### src/hw/rtl/bpdc_pkg.sv
// ----------------------------------------------------------------------------
// bpdc_pkg: shared definitions for the button press duration classifier
// Field widths, register map, phase codes and register reset values.
// ----------------------------------------------------------------------------
`timescale 1ns / 1ps
`default_nettype none

package bpdc_pkg;

  // Number of buttons watched; fixed by the width of the level word.
  localparam int unsigned ButtonCount = 3;
  localparam int unsigned BtnIdxW     = 2;
  localparam int unsigned TickW       = 16;

  // Configuration port
  localparam int unsigned ApbDataW = 32;
  localparam int unsigned ApbAddrW = 4;
  localparam int unsigned RegIdxW  = 2;

  localparam logic [RegIdxW-1:0] RegDebounce  = 2'd0;
  localparam logic [RegIdxW-1:0] RegPoll      = 2'd1;
  localparam logic [RegIdxW-1:0] RegLongPress = 2'd2;

  localparam logic [TickW-1:0] DebounceReset  = 16'd100;
  localparam logic [TickW-1:0] PollReset      = 16'd10;
  localparam logic [TickW-1:0] LongPressReset = 16'd1000;

  // Press tracking phases
  localparam logic [1:0] PhIdle     = 2'd0;
  localparam logic [1:0] PhDebounce = 2'd1;
  localparam logic [1:0] PhHold     = 2'd2;
  localparam logic [1:0] PhRelease  = 2'd3;

  localparam logic PressShort = 1'b0;
  localparam logic PressLong  = 1'b1;

endpackage : bpdc_pkg

`default_nettype wire

### src/hw/rtl/bpdc_if.sv
// ----------------------------------------------------------------------------
// bpdc channels: valid/ready interfaces for level words and press reports
// A word moves at a rising edge with valid and ready both high.
// ----------------------------------------------------------------------------
`timescale 1ns / 1ps
`default_nettype none

interface bpdc_lvl_if;
  logic                                 valid;
  logic                                 ready;
  logic [bpdc_pkg::ButtonCount-1:0]     button_levels;

  modport source (output valid, output button_levels, input ready);
  modport sink   (input valid, input button_levels, output ready);
endinterface : bpdc_lvl_if

interface bpdc_press_if;
  logic                                 valid;
  logic                                 ready;
  logic                                 press_kind;
  logic [bpdc_pkg::BtnIdxW-1:0]         button_index;

  modport source (output valid, output press_kind, output button_index, input ready);
  modport sink   (input valid, input press_kind, input button_index, output ready);
endinterface : bpdc_press_if

`default_nettype wire

### src/hw/rtl/button_press_duration_classifier_top.sv
// ----------------------------------------------------------------------------
// button_press_duration_classifier_top: short/long button press classifier
// Tracks one press at a time from millisecond level words and reports it.
// ----------------------------------------------------------------------------
// Each word on btn_i is one millisecond tick carrying the levels of three
// buttons. While no press is open, a rising edge starts one (highest button
// wins when several rise together); other edges are ignored until the report.
// After debounce_ticks the latched button is sampled; while it stays high it
// is resampled every poll_ticks, and the first low sample closes the press one
// poll period later. A press whose saturated tick count is at least
// long_press_ticks is reported long, otherwise short. The block takes one word
// per clock while press_o does not stall it: a word is captured into an input
// register, the press logic runs combinationally from it into the result
// register, which presents the report on press_o, and back-pressure on
// press_o only stalls btn_i once both registers are full. Write the registers
// only while no press is open.
// Register map (32-bit words): 0x0 debounce_ticks, 0x4 poll_ticks,
// 0x8 long_press_ticks, each in bits [15:0].
// ----------------------------------------------------------------------------
`timescale 1ns / 1ps
`default_nettype none

module button_press_duration_classifier_top (
  input  wire logic                              clk_i,
  input  wire logic                              rst_ni,
  bpdc_lvl_if.sink                               btn_i,
  bpdc_press_if.source                           press_o,
  input  wire logic                              psel,
  input  wire logic                              penable,
  input  wire logic                              pwrite,
  input  wire logic [bpdc_pkg::ApbAddrW-1:0]     paddr,
  input  wire logic [bpdc_pkg::ApbDataW-1:0]     pwdata,
  output logic      [bpdc_pkg::ApbDataW-1:0]     prdata,
  output logic                                   pready
);

  localparam int unsigned TW = bpdc_pkg::TickW;
  localparam int unsigned BW = bpdc_pkg::BtnIdxW;
  localparam int unsigned NB = bpdc_pkg::ButtonCount;
  localparam logic [TW-1:0] TickMax = {TW{1'b1}};

  // --------------------------------------------------------------------------
  // Configuration registers
  // --------------------------------------------------------------------------
  logic [TW-1:0] debounce_q, poll_ticks_q, long_press_q;
  logic [bpdc_pkg::RegIdxW-1:0] reg_idx;
  logic cfg_wr;

  assign pready  = 1'b1;
  assign reg_idx = paddr[bpdc_pkg::RegIdxW+1:2];
  assign cfg_wr  = psel && penable && pwrite;

  always_ff @(posedge clk_i or negedge rst_ni) begin
    if (!rst_ni) begin
      debounce_q   <= bpdc_pkg::DebounceReset;
      poll_ticks_q <= bpdc_pkg::PollReset;
      long_press_q <= bpdc_pkg::LongPressReset;
    end else if (cfg_wr) begin
      unique case (reg_idx)
        bpdc_pkg::RegDebounce:  debounce_q   <= pwdata[TW-1:0];
        bpdc_pkg::RegPoll:      poll_ticks_q <= pwdata[TW-1:0];
        bpdc_pkg::RegLongPress: long_press_q <= pwdata[TW-1:0];
        default: ;
      endcase
    end
  end

  always_comb begin
    prdata = '0;
    unique case (reg_idx)
      bpdc_pkg::RegDebounce:  prdata[TW-1:0] = debounce_q;
      bpdc_pkg::RegPoll:      prdata[TW-1:0] = poll_ticks_q;
      bpdc_pkg::RegLongPress: prdata[TW-1:0] = long_press_q;
      default:                prdata = '0;
    endcase
  end

  // --------------------------------------------------------------------------
  // Input register: hold one word until the press logic can take it
  // --------------------------------------------------------------------------
  logic          in_vld_q;
  logic [NB-1:0] lvl_q;
  logic          out_vld_q;
  logic          advance;

  assign advance     = in_vld_q && (!out_vld_q || press_o.ready);
  assign btn_i.ready = !in_vld_q || advance;

  always_ff @(posedge clk_i or negedge rst_ni) begin
    if (!rst_ni) begin
      in_vld_q <= 1'b0;
    end else if (btn_i.ready) begin
      in_vld_q <= btn_i.valid;
    end
  end

  always_ff @(posedge clk_i) begin
    if (btn_i.valid && btn_i.ready) begin
      lvl_q <= btn_i.button_levels;
    end
  end

  // --------------------------------------------------------------------------
  // Press tracking
  // --------------------------------------------------------------------------
  logic [1:0]    phase_q, phase_d;
  logic [TW-1:0] elapsed_q, elapsed_d;
  logic [TW-1:0] poll_q, poll_d;
  logic [BW-1:0] active_q, active_d;
  logic [NB-1:0] prev_q;
  logic [NB-1:0] rising;
  logic [3:0]    lvl_ext;
  logic [TW-1:0] elapsed_inc, poll_inc;
  logic          level;
  logic          emit;
  logic          kind;

  assign rising      = lvl_q & ~prev_q;
  // Pad to four entries so an index that names no button reads low.
  assign lvl_ext     = {{(4-NB){1'b0}}, lvl_q};
  assign level       = lvl_ext[active_q];
  assign elapsed_inc = (elapsed_q == TickMax) ? TickMax : elapsed_q + TW'(1);
  assign poll_inc    = (poll_q == TickMax) ? TickMax : poll_q + TW'(1);
  assign kind        = (elapsed_inc < long_press_q) ? bpdc_pkg::PressShort
                                                    : bpdc_pkg::PressLong;

  always_comb begin
    phase_d   = phase_q;
    elapsed_d = elapsed_q;
    poll_d    = poll_q;
    active_d  = active_q;
    emit      = 1'b0;
    unique case (phase_q)
      bpdc_pkg::PhIdle: begin
        if (rising != '0) begin
          // Later buttons override earlier ones: highest index wins.
          for (int i = 0; i < NB; i++) begin
            if (rising[i]) active_d = BW'(i);
          end
          elapsed_d = '0;
          poll_d    = '0;
          phase_d   = bpdc_pkg::PhDebounce;
        end
      end
      bpdc_pkg::PhDebounce: begin
        elapsed_d = elapsed_inc;
        if (elapsed_inc >= debounce_q) begin
          if (!level) begin
            emit = 1'b1;
          end else begin
            phase_d = bpdc_pkg::PhHold;
            poll_d  = '0;
          end
        end
      end
      bpdc_pkg::PhHold: begin
        elapsed_d = elapsed_inc;
        poll_d    = poll_inc;
        if (poll_inc >= poll_ticks_q) begin
          poll_d = '0;
          if (!level) phase_d = bpdc_pkg::PhRelease;
        end
      end
      default: begin
        elapsed_d = elapsed_inc;
        poll_d    = poll_inc;
        if (poll_inc >= poll_ticks_q) emit = 1'b1;
      end
    endcase
    if (emit) begin
      phase_d = bpdc_pkg::PhIdle;
      poll_d  = '0;
    end
  end

  always_ff @(posedge clk_i or negedge rst_ni) begin
    if (!rst_ni) begin
      phase_q   <= bpdc_pkg::PhIdle;
      elapsed_q <= '0;
      poll_q    <= '0;
      active_q  <= '0;
      prev_q    <= '0;
    end else if (advance) begin
      phase_q   <= phase_d;
      elapsed_q <= elapsed_d;
      poll_q    <= poll_d;
      active_q  <= active_d;
      prev_q    <= lvl_q;
    end
  end

  // --------------------------------------------------------------------------
  // Result register: hold the report until the sink takes it
  // --------------------------------------------------------------------------
  logic          kind_q;
  logic [BW-1:0] idx_q;
  logic          out_vld_d;

  assign out_vld_d = (advance && emit) || (out_vld_q && !press_o.ready);

  always_ff @(posedge clk_i or negedge rst_ni) begin
    if (!rst_ni) begin
      out_vld_q <= 1'b0;
    end else begin
      out_vld_q <= out_vld_d;
    end
  end

  always_ff @(posedge clk_i) begin
    if (advance && emit) begin
      kind_q <= kind;
      idx_q  <= active_q;
    end
  end

  assign press_o.valid        = out_vld_q;
  assign press_o.press_kind   = kind_q;
  assign press_o.button_index = idx_q;

  // --------------------------------------------------------------------------
  // Assertions
  // --------------------------------------------------------------------------
  a_emit_not_idle: assert property (@(posedge clk_i) disable iff (!rst_ni)
    (advance && emit) |-> (phase_q != bpdc_pkg::PhIdle))
    else $error("report raised with no press open");

  a_idle_after_emit: assert property (@(posedge clk_i) disable iff (!rst_ni)
    (advance && emit) |=> (phase_q == bpdc_pkg::PhIdle))
    else $error("press still open after its report");

  a_idle_poll_clear: assert property (@(posedge clk_i) disable iff (!rst_ni)
    (phase_q == bpdc_pkg::PhIdle) |-> (poll_q == '0))
    else $error("poll counter not cleared while idle");

  a_active_in_range: assert property (@(posedge clk_i) disable iff (!rst_ni)
    (phase_q != bpdc_pkg::PhIdle) |-> (active_q < BW'(NB)))
    else $error("latched button index names no button");

  a_report_kept: assert property (@(posedge clk_i) disable iff (!rst_ni)
    (out_vld_q && !press_o.ready) |-> !advance)
    else $error("press logic advanced over a stalled report");

endmodule : button_press_duration_classifier_top

`default_nettype wire

### src/flat_wrapper.sv
// flat-port wrapper written by rule: the top's interface ports become plain ports
module button_press_duration_classifier_top_flat 
  (clk_i, rst_ni, psel, penable, pwrite, paddr, pwdata, prdata, pready, btn_i_valid, btn_i_button_levels, btn_i_ready, press_o_valid, press_o_press_kind, press_o_button_index, press_o_ready);
  bpdc_lvl_if btn_i_i ();
  bpdc_press_if press_o_i ();
  input  wire logic clk_i;
  input  wire logic rst_ni;
  input  wire logic psel;
  input  wire logic penable;
  input  wire logic pwrite;
  input  wire logic [bpdc_pkg::ApbAddrW-1:0] paddr;
  input  wire logic [bpdc_pkg::ApbDataW-1:0] pwdata;
  output logic      [bpdc_pkg::ApbDataW-1:0] prdata;
  output logic pready;
  input wire logic [$bits(btn_i_i.valid)-1:0] btn_i_valid;
  input wire logic [$bits(btn_i_i.button_levels)-1:0] btn_i_button_levels;
  output wire logic [$bits(btn_i_i.ready)-1:0] btn_i_ready;
  output wire logic [$bits(press_o_i.valid)-1:0] press_o_valid;
  output wire logic [$bits(press_o_i.press_kind)-1:0] press_o_press_kind;
  output wire logic [$bits(press_o_i.button_index)-1:0] press_o_button_index;
  input wire logic [$bits(press_o_i.ready)-1:0] press_o_ready;
  assign btn_i_i.valid = btn_i_valid;
  assign btn_i_i.button_levels = btn_i_button_levels;
  assign btn_i_ready = btn_i_i.ready;
  assign press_o_valid = press_o_i.valid;
  assign press_o_press_kind = press_o_i.press_kind;
  assign press_o_button_index = press_o_i.button_index;
  assign press_o_i.ready = press_o_ready;
  button_press_duration_classifier_top u_core (.clk_i(clk_i), .rst_ni(rst_ni), .btn_i(btn_i_i), .press_o(press_o_i), .psel(psel), .penable(penable), .pwrite(pwrite), .paddr(paddr), .pwdata(pwdata), .prdata(prdata), .pready(pready));
endmodule
### config.mk
export PLATFORM = sky130hd
export DESIGN_NAME = button_press_duration_classifier_top_flat
export DESIGN_NICKNAME = d
export VERILOG_FILES = /design/src/hw/rtl/bpdc_pkg.sv /design/src/hw/rtl/bpdc_if.sv /design/src/hw/rtl/button_press_duration_classifier_top.sv /design/src/flat_wrapper.sv
export SDC_FILE = /design/constraint.sdc
export NUM_CORES = 1
export LEC_CHECK = 0
export BUFFER_PORTS_ARGS = -buffer_cell sky130_fd_sc_hd__buf_2
export CAP_MARGIN = 20
export CORE_ASPECT_RATIO = 1.2
export CORE_UTILIZATION = 30
export DETAILED_ROUTE_END_ITERATION = 10
export SLEW_MARGIN = 20
export SYNTH_ARGS = -nofsm -noshare
export SYNTH_HDL_FRONTEND = slang
export SYNTH_SLANG_ARGS = --single-unit
### constraint.sdc
create_clock -name clk_i -period 5.68 [get_ports clk_i]
set_input_delay 1.136 -clock clk_i [delete_from_list [all_inputs] [get_ports clk_i]]
set_output_delay 1.136 -clock clk_i [all_outputs]
set_load 0.05 [all_outputs]
==> impl_metrics.env <==
export IMPL_status="finished clean"
export IMPL_drt_total_wl_um=14600
export IMPL_wire_per_inst_um=14.9
export IMPL_setup_slack_ps=1170
export IMPL_ys_top_cells_by_count="nand2_1, dfrtp_1, o21ai_0, inv_1, ha_1"
export IMPL_criticalPathCategory="reg -> reg"
export IMPL_fin_setup_tns_ps=0
export IMPL_synth_edf_count=6
export IMPL_rows=57
export IMPL_sw_frac_of_total_pct=40.0
export IMPL_synth_adder_area_share_pct=10.6
export IMPL_synth_main_ff_cell="dfrtp_1"
export IMPL_rrSetupSlack_ps=1170
export IMPL_detailedRoute_firstIterationViolations=187
export IMPL_setup_violations_final=0
export IMPL_slew_headroom_pct=41.7
export IMPL_dr_total_vias=4722
export IMPL_die_area_um2=21500
export IMPL_critical_path_required_ps=5920
export IMPL_ctsHoldBuffers=0
export IMPL_finalCritPeriodShare_pct=79.4
export IMPL_synth_area_leaders="dfrtp_1, ha_1, nand2_1"
export IMPL_hold_viol=0
export IMPL_synth_most_common_cell="nand2_1"
export IMPL_hold_class="reg -> reg"
export IMPL_die_h_um=160
export IMPL_p_sw_mw=0.952
export IMPL_cp_cell_sequence="ha_1 > and4_1 > nand3_1 > or3_1 > and2_1 > ha_1 > nand2b_1 > a2111oi_2 > o311a_1 > o211ai_1 > nand2_1 > nand2_1 > o41ai_1"
export IMPL_initial_utilization_pct=30.8
export IMPL_nets=813
export IMPL_die_x_um=134
export IMPL_hold_start="u_core.prev_q[2]"
export IMPL_syn_cell_area_um2=6280
export IMPL_critPathMaxFanout=18
export IMPL_pwr_share_clk_pct=24.6
export IMPL_pwr_share_seq_pct=38.3
export IMPL_cts_buffer_depth=2
export IMPL_drv_slew=0
export IMPL_synth_xor_area_share_pct=2.37
export IMPL_synth_simple_area_share_pct=15.6
export IMPL_grt_overflow=0
export IMPL_async_reset_ff_share_pct=93.7
export IMPL_pre_cts_ws_ps=1150
export IMPL_fmax_ghz=0.222
export IMPL_ir_drop_mv=0.179
export IMPL_synth_top_family_by_area="compound AO/OA/AOI/OAI gates"
export IMPL_numCtsBuffers=9
export IMPL_cp_arrival_ps=4740
export IMPL_cts_sinks=95
export IMPL_grt_usage_pct=14.4
export IMPL_yosysTopAreaCellShare_pct=31.1
export IMPL_ios=84
export IMPL_period_minus_slack_ps=4510
export IMPL_antenna_found_initial=0
export IMPL_p_int_mw=1.43
export IMPL_grt_max_degree=59
export IMPL_hpwlAfterDp_um=11200
export IMPL_clk_pin_slew_ps=70
export IMPL_io_buffers=48
export IMPL_tightest_slew_ps=872
export IMPL_avgSynthCellArea_um2=9.29
export IMPL_drive_gt1_share_pct=17.8
export IMPL_grt_pass1_wl_um=24200
export IMPL_post_cts_resized=0
export IMPL_yosys_area_top_type="dfrtp_1"
export IMPL_startpoint="u_core.elapsed_q[0]"
export IMPL_powerDensity_nw_per_um2=340
export IMPL_h_tree_depth=3
export IMPL_gp_congestion=0.771
export IMPL_max_stage_delay_ps=650
export IMPL_firstDrtPassIters=4
export IMPL_ys_seq_area_share_pct=38.6
export IMPL_finalClockSkew_ps=11.3
export IMPL_clk_latency_ps=360
export IMPL_clk_root_buffer_cell="clkbuf_16"
export IMPL_reg2reg_from="u_core.elapsed_q[0]"
export IMPL_drc=0
export IMPL_vias_per_cell=4.80
export IMPL_syn_inst=676
export IMPL_maxCapViolations=0
export IMPL_area_growth_pct=11.5
export IMPL_synthesis_yosys_warnings=0
export IMPL_cp_slowest_cell="or3_1"
export IMPL_core_area_um2=20400
export IMPL_synth_compound_area_share_pct=17.9
export IMPL_ys_types=63
export IMPL_first_global_vias=4679
export IMPL_p_leak_nw=3.36
export IMPL_combPwrFrac_pct=37.0
export IMPL_postCtsSetupBuffers=0
export IMPL_grt_setup_unrepaired="false"
export IMPL_insertedDiodeCount=0
export IMPL_cts_tree="built"
export IMPL_synth_mux_area_share_pct=6.84
export IMPL_antenna_left=0
export IMPL_yosys_register_bits=95
export IMPL_start_kind="register"
export IMPL_endpoint_kind="register"
## cell type report
class                      instances  area (µm²)
clock buffer                      10         239
clock inverter                     6        46.3
fill                            2137       13400
inverter                          69         259
multi-input combinational        486        3420
sequential                        95        2420
tap                              265         332
timing repair buffer              53         280
## flip-flops by register name (all words and copies together), names as in the netlist
register	cells
u_core.press_o.button_index	2
u_core.in_vld_q	1
u_core.press_o.press_kind	1
u_core.active_q	2
u_core.debounce_q	16
u_core.prev_q	3
u_core.elapsed_q	16
u_core.poll_ticks_q	16
u_core.long_press_q	16
u_core.poll_q	16
u_core.lvl_q	3
u_core.press_o.valid	1
u_core.phase_q	2
## worst max-delay path, delay by kind of cell, from the launching register on
| family | cells | cell delay, ps |
|---|---|---|
| simple gates | 7 | 2160 |
| fa+ha+maj | 2 | 550 |
| flops | 1 | 420 |
| compound gates | 4 | 1250 |
## metal layers
metal,GRT usage (%),vias up,routed length (µm)
met4,4.95,0,259
met3,2.75,16,390
met2,25.4,59,7630
met1,17.3,2238,6360
li1,-,2409,-
met5,0,-,0
## logic make-up after synthesis
group | Yosys count
flops | 95
simple gates | 203
xor+xnor | 17
compound gates | 156
buf+inv | 110
mux | 40
fa+ha+maj | 53
other cells | 2
## placed cells by master (no fill, tap or decap), drive strengths merged, types with 5 or more instances in the layout
cell    instances
xor2            8
nand2b          6
dfstp          11
inv            69
nor2b          12
a22o           15
nor2           23
clkbuf         10
o211ai          6
buf            53
ha             53
a21oi          12
xnor2           9
and2            7
nand2          98
edfxtp          6
conb           17
mux2           23
and3           10
o31ai          14
nand3          17
dfrtp          78
a21o            5
a211oi          6
o21ai          74
nand4          13
mux2i          17
## stage by stage
stage          cell area (µm²)  total power, mW  std cells  util [%]  hold WS (ps)
2_1_floorplan             6330             1.61        691         -           469
3_3_place_gp              6710             1.79        968      32.9           489
3_5_place_dp              6710             1.81        968      32.9           499
4_1_cts                   7000             2.41        984      34.3           514
5_1_grt                   7000             2.55        984      34.3           536
6_report                  7000             2.38        984      34.3           513
## power groups by stage
stage               sequential (mW)  combinational [mW]  clock [mW]
floorplan                     0.913               0.697           0
global placement              0.921               0.874           0
detailed placement            0.924               0.888           0
CTS                           0.912               0.892       0.609
global route                  0.933               0.980       0.637
finish                        0.912               0.881       0.587
## path summary, 6_finish.rpt
check	end	cells after the start
worst min register to register	u_core.prev_q[2]	1
worst max-delay path	u_core.poll_q[15]	13
worst min-delay path	u_core.prev_q[2]	1
max in group asynchronous	u_core.phase_q[1]	2
min in group asynchronous	u_core.poll_q[4]	1
worst max register to register	u_core.poll_q[15]	13
Power figures use the tool's default switching activity.
